[src/sit_div_stage.sv]
`timescale 1ns / 1ps
module sit_div_stage #(
  parameter int W = 35
) (
  input  logic         clk,
  input  logic         en,
  input  logic [W-1:0] r_in,
  input  logic [W-1:0] d_in,
  input  logic [16:0]  q_in,
  output logic [W-1:0] r_out,
  output logic [W-1:0] d_out,
  output logic [16:0]  q_out
);
  logic [W:0] sh;
  logic       ge;
  assign sh = {r_in, 1'b0};
  assign ge = sh >= {1'b0, d_in};
  always_ff @(posedge clk) begin
    if (en) begin
      r_out <= ge ? W'(sh - {1'b0, d_in}) : sh[W-1:0];
      d_out <= d_in;
      q_out <= {q_in[15:0], ge};
    end
  end
endmodule

[config.mk]
export PLATFORM = sky130hd
export DESIGN_NAME = sit_div_stage
export DESIGN_NICKNAME = d
export VERILOG_FILES = /design/src/sit_div_stage.sv
export SDC_FILE = /design/constraint.sdc
export NUM_CORES = 1
export LEC_CHECK = 0
export BUFFER_PORTS_ARGS = -buffer_cell sky130_fd_sc_hd__buf_2
export CORE_ASPECT_RATIO = 1.4
export CORE_MARGIN = 1.5
export CORE_UTILIZATION = 55
export CTS_CLUSTER_DIAMETER = 30
export CTS_CLUSTER_SIZE = 10
export DETAILED_ROUTE_END_ITERATION = 10
export PLACE_DENSITY_LB_ADDON = 0.08
export SLEW_MARGIN = 20
export SYNTH_ARGS = -nofsm -noshare
export SYNTH_HDL_FRONTEND = slang
export SYNTH_SLANG_ARGS = --single-unit
[constraint.sdc]
create_clock -name clk -period 6.9 [get_ports clk]
set_input_delay 0.345 -clock clk [delete_from_list [all_inputs] [get_ports clk]]
set_output_delay 0.345 -clock clk [all_outputs]
set_load 0.01 [all_outputs]
Yosys cells after proc, flatten, opt, wreduce, memory -nomap -nowiden
Index checks and enable logic that the tools add are counted.
{ "word_totals": {"out_inout_bits": 87, "elab_cells": 7, "register_bits": 87, "in_bits": 89} }
{ "op_classes": {"n_addsub": 1, "n_lt_le_gt_ge": 1, "n_mux": 1} }
{ "op_table": {"columns": ["operator", "n"], "rows": [
  ["greater-or-equal comparator 36 x 35 -> 1 bit", 1],
  ["2-to-1 mux 35 bit", 1],
  ["subtractor 35 bit", 1]
]} }

Logic depth before layout (Yosys ltp)
Gate-level depths: netlist of the first run.
{ "depth": {"word_depth": 2, "mapped_depth": 13, "mapped_depth_nobuf": 12} }

Least setup slack after synthesis of the first run
Ideal clock, no wire load.
{ "synth_timing": {"path_type": "input to register", "startpoint": "input d_in[0]", "endpoint": "register r_out[1], data pin", "setup_slack_ns": 4.062, "setup_ns": 0.262, "stages": 10, "n_path_buf": 1, "arrival_time_ns": 2.575, "required_time_ns": 6.638, "cell_sequence": "inv_1 fa_1 a211oi_1 o21a_1 a2111oi_2 nor3_1 o21ai_2 o21ai_2 buf_2 mux2_1"} }
{ "synth_via": {"elab_chain_cells": 2, "elab_cells_between_ends": 3, "classes_between": "add/sub (1); order compare (1); mux (1)"} }
{ "synth_rtl": {"columns": ["item", "line_no", "rtl"], "rows": [
  ["start, declared", "8", "input logic [W-1:0] d_in,"],
  ["subtractor 35 bit / greater-or-equal comparator 36 x 35 -> 1 bit (equally long branches)", "20, 17", null],
  ["2-to-1 mux 35 bit *", "20", "r_out <= ge ? W'(sh - {1'b0, d_in}) : sh[W-1:0];"],
  ["end signal, assigned", "20", null],
  ["end, declared", "10", "output logic [W-1:0] r_out,"]
]} }
Mark *: on every way between the ends. The rest lies on a longest branch, timed or not.
A chain may end at the register's enable or synchronous reset.

Worst setup path in the final report of the first run
{ "layout_timing": {"startpoint": "input d_in[0]", "endpoint": "register r_out[25], data pin"} }
Same word-level chain as after synthesis.

==> reports/qor_table.md, run 1 <==
| Stage | Metric | Value |
| --- | --- | --- |
| grt | Wire length of the first global-routing pass | 18200 µm |
| layout | Post-route cell area | 0.00626 mm² |
| clock network | Clock-pin slew reported for the worst setup and hold paths after clock tree synthesis | 0.06 ns |
| grt | Maximum number of pins on one net before global-route repair | 88 |
| sta | Hold_ws | 0.177 ns |
| logic synthesis | Syn Inst Count | 470 |
| layout | # diodes | 0 |
| sta | RSZ-0062 raised after global routing | no |
| routing | # DRC | 0 |
| placement | Total cell area at the placement stage | 0.00597 mm² |
| routing | Final wirelength | 11400 µm |
| floorplan | Num ports | 176 |
| clock network | Number of instances resized during post-cts repair | 0 |
| grt | Initial antenna violation count | 0 |
| floorplan | Row Count | 41 |
| floorplan | Height of the chip | 116 µm |
| worst setup path | Sort of element at the start of the critical path | input pin |
| grt | Via count of the first global-routing pass | 4010 |
| clock network | Hold bufs inserted after CTS | 0 |
| grt | Congestion Overflow GR | 0 |
| routing | Average via count per standard cell | 5.60 |
| sta | Final total negative setup slack | 0 ns |
| routing | Routed len/inst | 15.2 µm |
| routing | Detailed-routing iteration count for the pre-antenna-repair pass | 4 |
| layout | Layout area overhead | 24.5% |
| logic synthesis | Sequential share of the synthesized area | 52.0% |
| floorplan | Effective utilization at floorplan | 56.3% |
| power and ir drop | Overall power after layout | 1540 µW |
| sta | Final Max Slew Viols | 0 |
| worst setup path | Data arrival time of the critical path | 3.71 ns |
| layout | Final net count | 762 |
| clock network | CTS Buf Count | 9 |
| worst setup path | Biggest fanout along the worst timing path | 36 |
| clock network | Number of sinks on the clock net | 87 |
| worst setup path | Crit Path Category | in2reg |
| placement | Port buffer count | 174 |
| power and ir drop | P_leak | 0.00284 µW |
| logic synthesis | Avg Cell Area, Syn | 10.7 µm² |
| layout | Count of non-filler cells in the finished layout | 749 |
| floorplan | Die outline width | 83.8 µm |
| routing | Number of antenna-violating nets in the routed design | 0 |
| logic synthesis | Post-synth top area share | 52.0% |
| power and ir drop | Power density over cell area | 247 mW/mm² |
| layout | Ratio of cells with drive above 1 in the final layout | 30.8% |
| hold path | Hold Path Class | in2reg |
| outcome | Outcome | finished clean |
| worst setup path | Data required time at the worst endpoint | 6.99 ns |
| logic synthesis | Most frequent cells after synthesis | sky130_fd_sc_hd__edfxtp_1 (87), sky130_fd_sc_hd__nand2_1 (57), sky130_fd_sc_hd__inv_1 (47) |
| clock network | Clock root buffer | sky130_fd_sc_hd__clkbuf_16 |
| placement | GPL Wtd Cong | 0.921 |
| sta | Fmax | 0.277 GHz |
| logic synthesis | Cell types with the largest area share after synthesis | sky130_fd_sc_hd__edfxtp_1 (52%), sky130_fd_sc_hd__ha_1 (8.7%), sky130_fd_sc_hd__nand2_1 (4.3%), sky130_fd_sc_hd__inv_1 (3.5%), sky130_fd_sc_hd__a21oi_1 (3.3%) |
| sta | Actual transition at the worst max-transition pin | 1.09 ns |
| sta | Setup-violating endpoint count in the final report | 0 |
| logic synthesis | Dominant cell by count in the synthesized netlist | sky130_fd_sc_hd__edfxtp_1 |
| logic synthesis | Number of distinct library cells after synthesis | 51 |
| logic synthesis | Dominant cell type by area after synthesis | sky130_fd_sc_hd__edfxtp_1 |
| logic synthesis | Count of state elements after synthesis | 87 |
| placement | Placed instance count | 733 |
| sta | Final Cycle Share | 52.4% |
| worst setup path | Endpoint class of the critical path | flip-flop |
| logic synthesis | Post-Syn Nets | 595 |
| clock network | Depth of the CTS H-tree | 3 |
| logic synthesis | Most instantiated flip-flop cell in the synthesis netlist | sky130_fd_sc_hd__edfxtp_1 |
| floorplan | Die footprint | 0.00973 mm² |
| clock network | Clock Tree Buf Depth | 2 |
| logic synthesis | Warnings from Yosys | 0 |
| clock network | Clock tree from TritonCTS | done |
| placement | Half-perimeter wire length of the detailed placement result | 8540 µm |
| floorplan | Area of the core region | 0.00893 mm² |
| routing | Vias | 4195 |
| grt | Overall routing resource usage | 23.4% |
| logic synthesis | EDFF count, synth | 87 |
| power and ir drop | Worst IR drop on VDD | 0.150 mV |
| sta | Worst relative slew slack | 27.6% |
| logic synthesis | Cell area after synthesis | 0.00503 mm² |
| sta | Min Clock Period, post-route | 3.61 ns |
| job | Max Cap Violations | 0 |
| sta | Final hold vios | 0 |
| routing | Violation count after the first detailed-route iteration | 190 |
| clock network | Post-CTS Setup Inserts | 0 |
| logic synthesis | FFs w/ async S/R, synth | 0% |
## cell usage in the layout (no fill, tap or decap), drive strengths merged, types with 3 or more instances in the layout
| cell | n |
|---|---|
| buf | 175 |
| o21ai | 50 |
| a211oi | 6 |
| xor2 | 14 |
| a31oi | 4 |
| clkbuf | 10 |
| nor4 | 3 |
| a21o | 16 |
| a21oi | 33 |
| nand3 | 6 |
| nor2 | 17 |
| ha | 35 |
| clkinv | 4 |
| o211ai | 4 |
| edfxtp | 87 |
| nand4 | 13 |
| and4 | 3 |
| xnor2 | 16 |
| o21a | 4 |
| o31ai | 3 |
| nand2 | 57 |
| inv | 48 |
## layout make-up
class / count / area, µm²
well taps: 107 / 134
clock buffers: 10 / 229
clock inverters: 6 / 60.1
flip-flops and latches: 87 / 2610
fillers: 687 / 2670
inverters: 47 / 176
repair buffers: 175 / 881
multi-input cells: 317 / 2170
## state kept, by name (all words and copies together), names as in the netlist
signal	count
d_out	35
q_out	17
r_out	35
## cells by family (layout without fill, tap and decap cells)
group	count (synthesis)	count (layout)	share of synthesized area, %
compound gates	138	138	17.8
xor+xnor	30	30	5.23
fa+ha+maj	36	36	9.11
buf+inv	66	238	5.08
flops	87	87	52.0
mux	3	3	0.647
simple gates	110	110	10.2
## layer usage
layer | GRT usage, % | vias up | routed length, µm
met3 | 4.73 | 26 | 648
met5 | 0 | - | 0
met2 | 43.0 | 150 | 6140
li1 | - | 2054 | -
met4 | 10.7 | 0 | 307
met1 | 26.4 | 1965 | 4310
## stage by stage
stage / util [%] / setup WS, ns
2_1_floorplan: - / 4.06
3_3_place_gp: 66.9 / 2.96
3_5_place_dp: 66.9 / 2.91
4_1_cts: 70.1 / 3.24
5_1_grt: 70.1 / 2.95
6_report: 70.1 / 3.29
## power by group
group / internal (µW) / leakage (µW) / switching [µW]
sequential: 661 / 0.000850 / 13.7
clock: 279 / 0.000142 / 197
combinational: 160 / 0.00185 / 234
## critical path, cell delays in order
cell and delay (ns):
sky130_fd_sc_hd__buf_2 0.10, sky130_fd_sc_hd__inv_1 0.08, sky130_fd_sc_hd__fa_1 0.45, sky130_fd_sc_hd__a211oi_1 0.27, sky130_fd_sc_hd__o21a_1 0.28, sky130_fd_sc_hd__a2111oi_2 0.12, sky130_fd_sc_hd__nor3_1 0.36, sky130_fd_sc_hd__o21ai_2 0.16
sky130_fd_sc_hd__o21ai_4 0.72, sky130_fd_sc_hd__buf_4 0.45, sky130_fd_sc_hd__mux2_1 0.36
## worst paths after layout
kind	end	cells past startpoint	slack, ns	from
worst max-delay path	r_out[25]	11	3.29	d_in[0]
worst min-delay path	q_out[16]	1	0.18	q_in[15]
Note: power is estimated with default switching activity, not from simulation.
==> inputs of run 2 (changes only) <==
Settings changed: CORE_UTILIZATION 55 to 46.
Clock period 6.9 ns to 3.1 ns, I/O delays scaled along.
==> run 2 against run 1 <==
  * Via count decreased by 0.81%
  * Sequential power increased by 120%
  * Core utilization fell by 9.3 points
  * Non-clock buffer count is 25 higher
  * Worst setup slack got worse by 3.1 ns
  * Cell count grew 7.7%
  * Cell area rose by 4.5%
  * First-iteration DRC count down 28%
  * Sequential share of layout area shrank 1.8 points
==> reports/qor_table.md, run 2 (synthesized netlist as in run 1, its figures left out) <==
| Stage | Metric | Value | vs previous |
| --- | --- | --- | --- |
| hold path | Hold-critical path endpoint | d_out[7] | was q_out[16] |
| sta | Final hold vios | 0 | unchanged |
| job | Max Cap Violations | 0 | unchanged |
| floorplan | Effective utilization at floorplan | 46.8% | was 56.3% |
| placement | Port buffer count | 174 | unchanged |
| clock network | Clock Tree Buf Depth | 2 | unchanged |
| layout | # diodes | 0 | unchanged |
| routing | Number of antenna-violating nets in the routed design | 0 | unchanged |
| worst setup path | Data arrival time of the critical path | 2.95 ns | was 3.71 ns |
| layout | Number of fillers in the final layout | 942 | was 687 |
| power and ir drop | P_leak | 0.00293 µW | was 0.00284 µW |
| layout | Most frequent cells in the layout | sky130_fd_sc_hd__buf_2 (173), sky130_fd_sc_hd__edfxtp_1 (87), sky130_fd_sc_hd__nand2_1 (57) | unchanged |
| floorplan | Die outline width | 91.4 µm | was 83.8 µm |
| routing | Detailed-routing iteration count for the pre-antenna-repair pass | 4 | unchanged |
| placement | Placed instance count | 773 | was 733 |
| sta | Fmax | 0.348 GHz |  |
| layout | Largest registers in the final layout | d_out: 35 flops, r_out: 35 flops, q_out: 17 flops | unchanged |
| placement | GPL Wtd Cong | 0.889 | was 0.921 |
| outcome | Outcome | finished clean | unchanged |
| grt | Via count of the first global-routing pass | 4019 | was 4010 |
| layout | Footprint of the multi-input gates | 0.00219 mm² | was 0.00217 mm² |
| routing | Vias | 4161 | was 4195 |
| clock network | Clock-pin slew reported for the worst setup and hold paths after clock tree synthesis | 0.06 ns | about the same |
| layout | Ratio of cells with drive above 1 in the final layout | 30.8% | about the same |
| worst setup path | Crit path largest cell delay | 0.52 ns | was 0.72 ns |
| placement | Half-perimeter wire length of the detailed placement result | 8730 µm | was 8540 µm |
| worst setup path | Ordered list of cells on the worst path | dlygate4sd3_1 > buf_2 > inv_1 > ha_1 > nand2_1 > nor4_2 > o311ai_1 > nand3_1 > o2111ai_1 > nand2_1 > a21oi_1 > mux2i_1 > o311ai_1 | was buf_2 > inv_1 > fa_1 > a211oi_1 > o21a_1 > a2111oi_2 > nor3_1 > o21ai_2 > o21ai_4 > buf_4 > mux2_1 |
| grt | Initial antenna violation count | 0 | unchanged |
| worst setup path | Standard cell with the maximum stage delay on the critical path | sky130_fd_sc_hd__dlygate4sd3_1 | was sky130_fd_sc_hd__o21ai_4 |
| grt | Overall routing resource usage | 20.0% | was 23.4% |
| power and ir drop | Power density over cell area | 515 mW/mm² | was 247 mW/mm² |
| clock network | Number of sinks on the clock net | 87 | unchanged |
| worst setup path | Data required time at the worst endpoint | 3.17 ns | was 6.99 ns |
| floorplan | Num ports | 176 | unchanged |
| layout | Footprint of the flip-flops and latches | 0.00261 mm² | unchanged |
| layout | Share of the core filled with cells | 60.8% | was 70.1% |
| grt | Wire length of the first global-routing pass | 18400 µm | was 18200 µm |
| sta | Final Max Slew Viols | 0 | unchanged |
| routing | # DRC | 0 | unchanged |
| routing | Average via count per standard cell | 5.16 | was 5.60 |
| layout | Post-route cell area | 0.00654 mm² | was 0.00626 mm² |
| worst setup path | Biggest fanout along the worst timing path | 6 | was 36 |
| grt | Congestion Overflow GR | 0 | unchanged |
| worst setup path | Endpoint class of the critical path | flip-flop | unchanged |
| layout | Most common cell after layout, fill and taps aside | sky130_fd_sc_hd__buf_2 | unchanged |
| routing | Violation count after the first detailed-route iteration | 136 | was 190 |
| grt | Maximum number of pins on one net before global-route repair | 88 | unchanged |
| worst setup path | Crit Path Category | in2reg | unchanged |
| routing | Routed len/inst | 14.3 µm | was 15.2 µm |
| clock network | Depth of the CTS H-tree | 3 | unchanged |
| hold path | Hold depth | 1 | unchanged |
| sta | Setup-violating endpoint count in the final report | 0 | unchanged |
| power and ir drop | Worst IR drop on VDD | 0.278 mV | was 0.150 mV |
| clock network | Clock root buffer | sky130_fd_sc_hd__clkbuf_16 | unchanged |
| sta | Final Cycle Share | 92.8% |  |
| floorplan | Die footprint | 0.0116 mm² | was 0.00973 mm² |
| floorplan | Row Count | 45 | was 41 |
| clock network | Clock tree from TritonCTS | done | unchanged |
| clock network | CTS Buf Count | 9 | unchanged |
| hold path | Hold Path Class | in2reg | unchanged |
| sta | Min Clock Period, post-route | 2.88 ns |  |
| sta | Hold_ws | 0.0106 ns | was 0.177 ns |
| sta | RSZ-0062 raised after global routing | no | unchanged |
| layout | Layout area overhead | 30.1% | was 24.5% |
| floorplan | Area of the core region | 0.0108 mm² | was 0.00893 mm² |
| sta | Final total negative setup slack | 0 ns | unchanged |
| layout | Final net count | 787 | was 762 |
| routing | Final wirelength | 11500 µm | was 11400 µm |
| worst setup path | Sort of element at the start of the critical path | input pin | unchanged |
| hold path | Min-delay src | d_in[7] | was q_in[15] |
| worst setup path | Critical path startpoint | d_in[10] | was d_in[0] |
| floorplan | Height of the chip | 127 µm | was 116 µm |
| sta | Actual transition at the worst max-transition pin | 1.07 ns | was 1.09 ns |
| placement | Total cell area at the placement stage | 0.00607 mm² | was 0.00597 mm² |
| layout | Count of non-filler cells in the finished layout | 807 | was 749 |
| sta | Worst relative slew slack | 29.0% | was 27.6% |
-- run 2: metal layers --
layer	vias to the layer above	GRT usage (%)	part of all wire (%)
met1	1923	23.4	41
met4	0	6.71	1.2
li1	2097	-	-
met5	-	0	0
met2	131	36.1	53
met3	10	4.08	4.8
-- run 2: repair_timing --
action / in CTS / in global routing
hold buffers: 17 / 2
setup endpoints to repair: 0 / 6
hold endpoints to repair: 17 / 2
buffers inserted: 0 / 0
resized for setup: 0 / 3
-- run 2: final cells by class --
cell class / count / area share, %
Clock inverter: 4 / 0.363
Clock buffer: 11 / 3.56
Inverter: 47 / 2.70
Timing Repair Buffer: 200 / 17.2
Tap cell: 141 / 2.70
Sequential cell: 87 / 39.9
Multi-Input combinational cell: 317 / 33.5
-- run 2: how the worst max path moves through the flow --
stage                            to  slack [ns]  cells after the start
after floorplan            r_out[1]        0.45                     10
after global placement    r_out[19]        0.18                     11
after detailed placement   r_out[5]        0.11                     12
after CTS                 r_out[31]        0.17                     13
after global routing      r_out[31]       0.005                     13
final                     r_out[31]        0.22                     13
-- run 2: critical path, delay by kind of cell --
family	cells	cell delay, ns
AOI/OAI and AO/OA	4	0.56
and+or+nand+nor	4	1.03
adders and majority gates	1	0.37
buffers and inverters	3	0.65
muxes	1	0.17
-- run 2: through the flow --
step                worst slack (ns)  total power (µW)
finish                         0.224              3370
global route                 0.00481              3550
CTS                            0.174              3390
detailed placement             0.111              2420
global placement               0.178              2410
floorplan                      0.452              2080
-- run 2: power by group --
part	internal, µW	total, µW	switching (µW)
Combinational	389	917	529
Clock	534	948	414
Sequential	1470	1500	30.9
Total	2390	3370	973
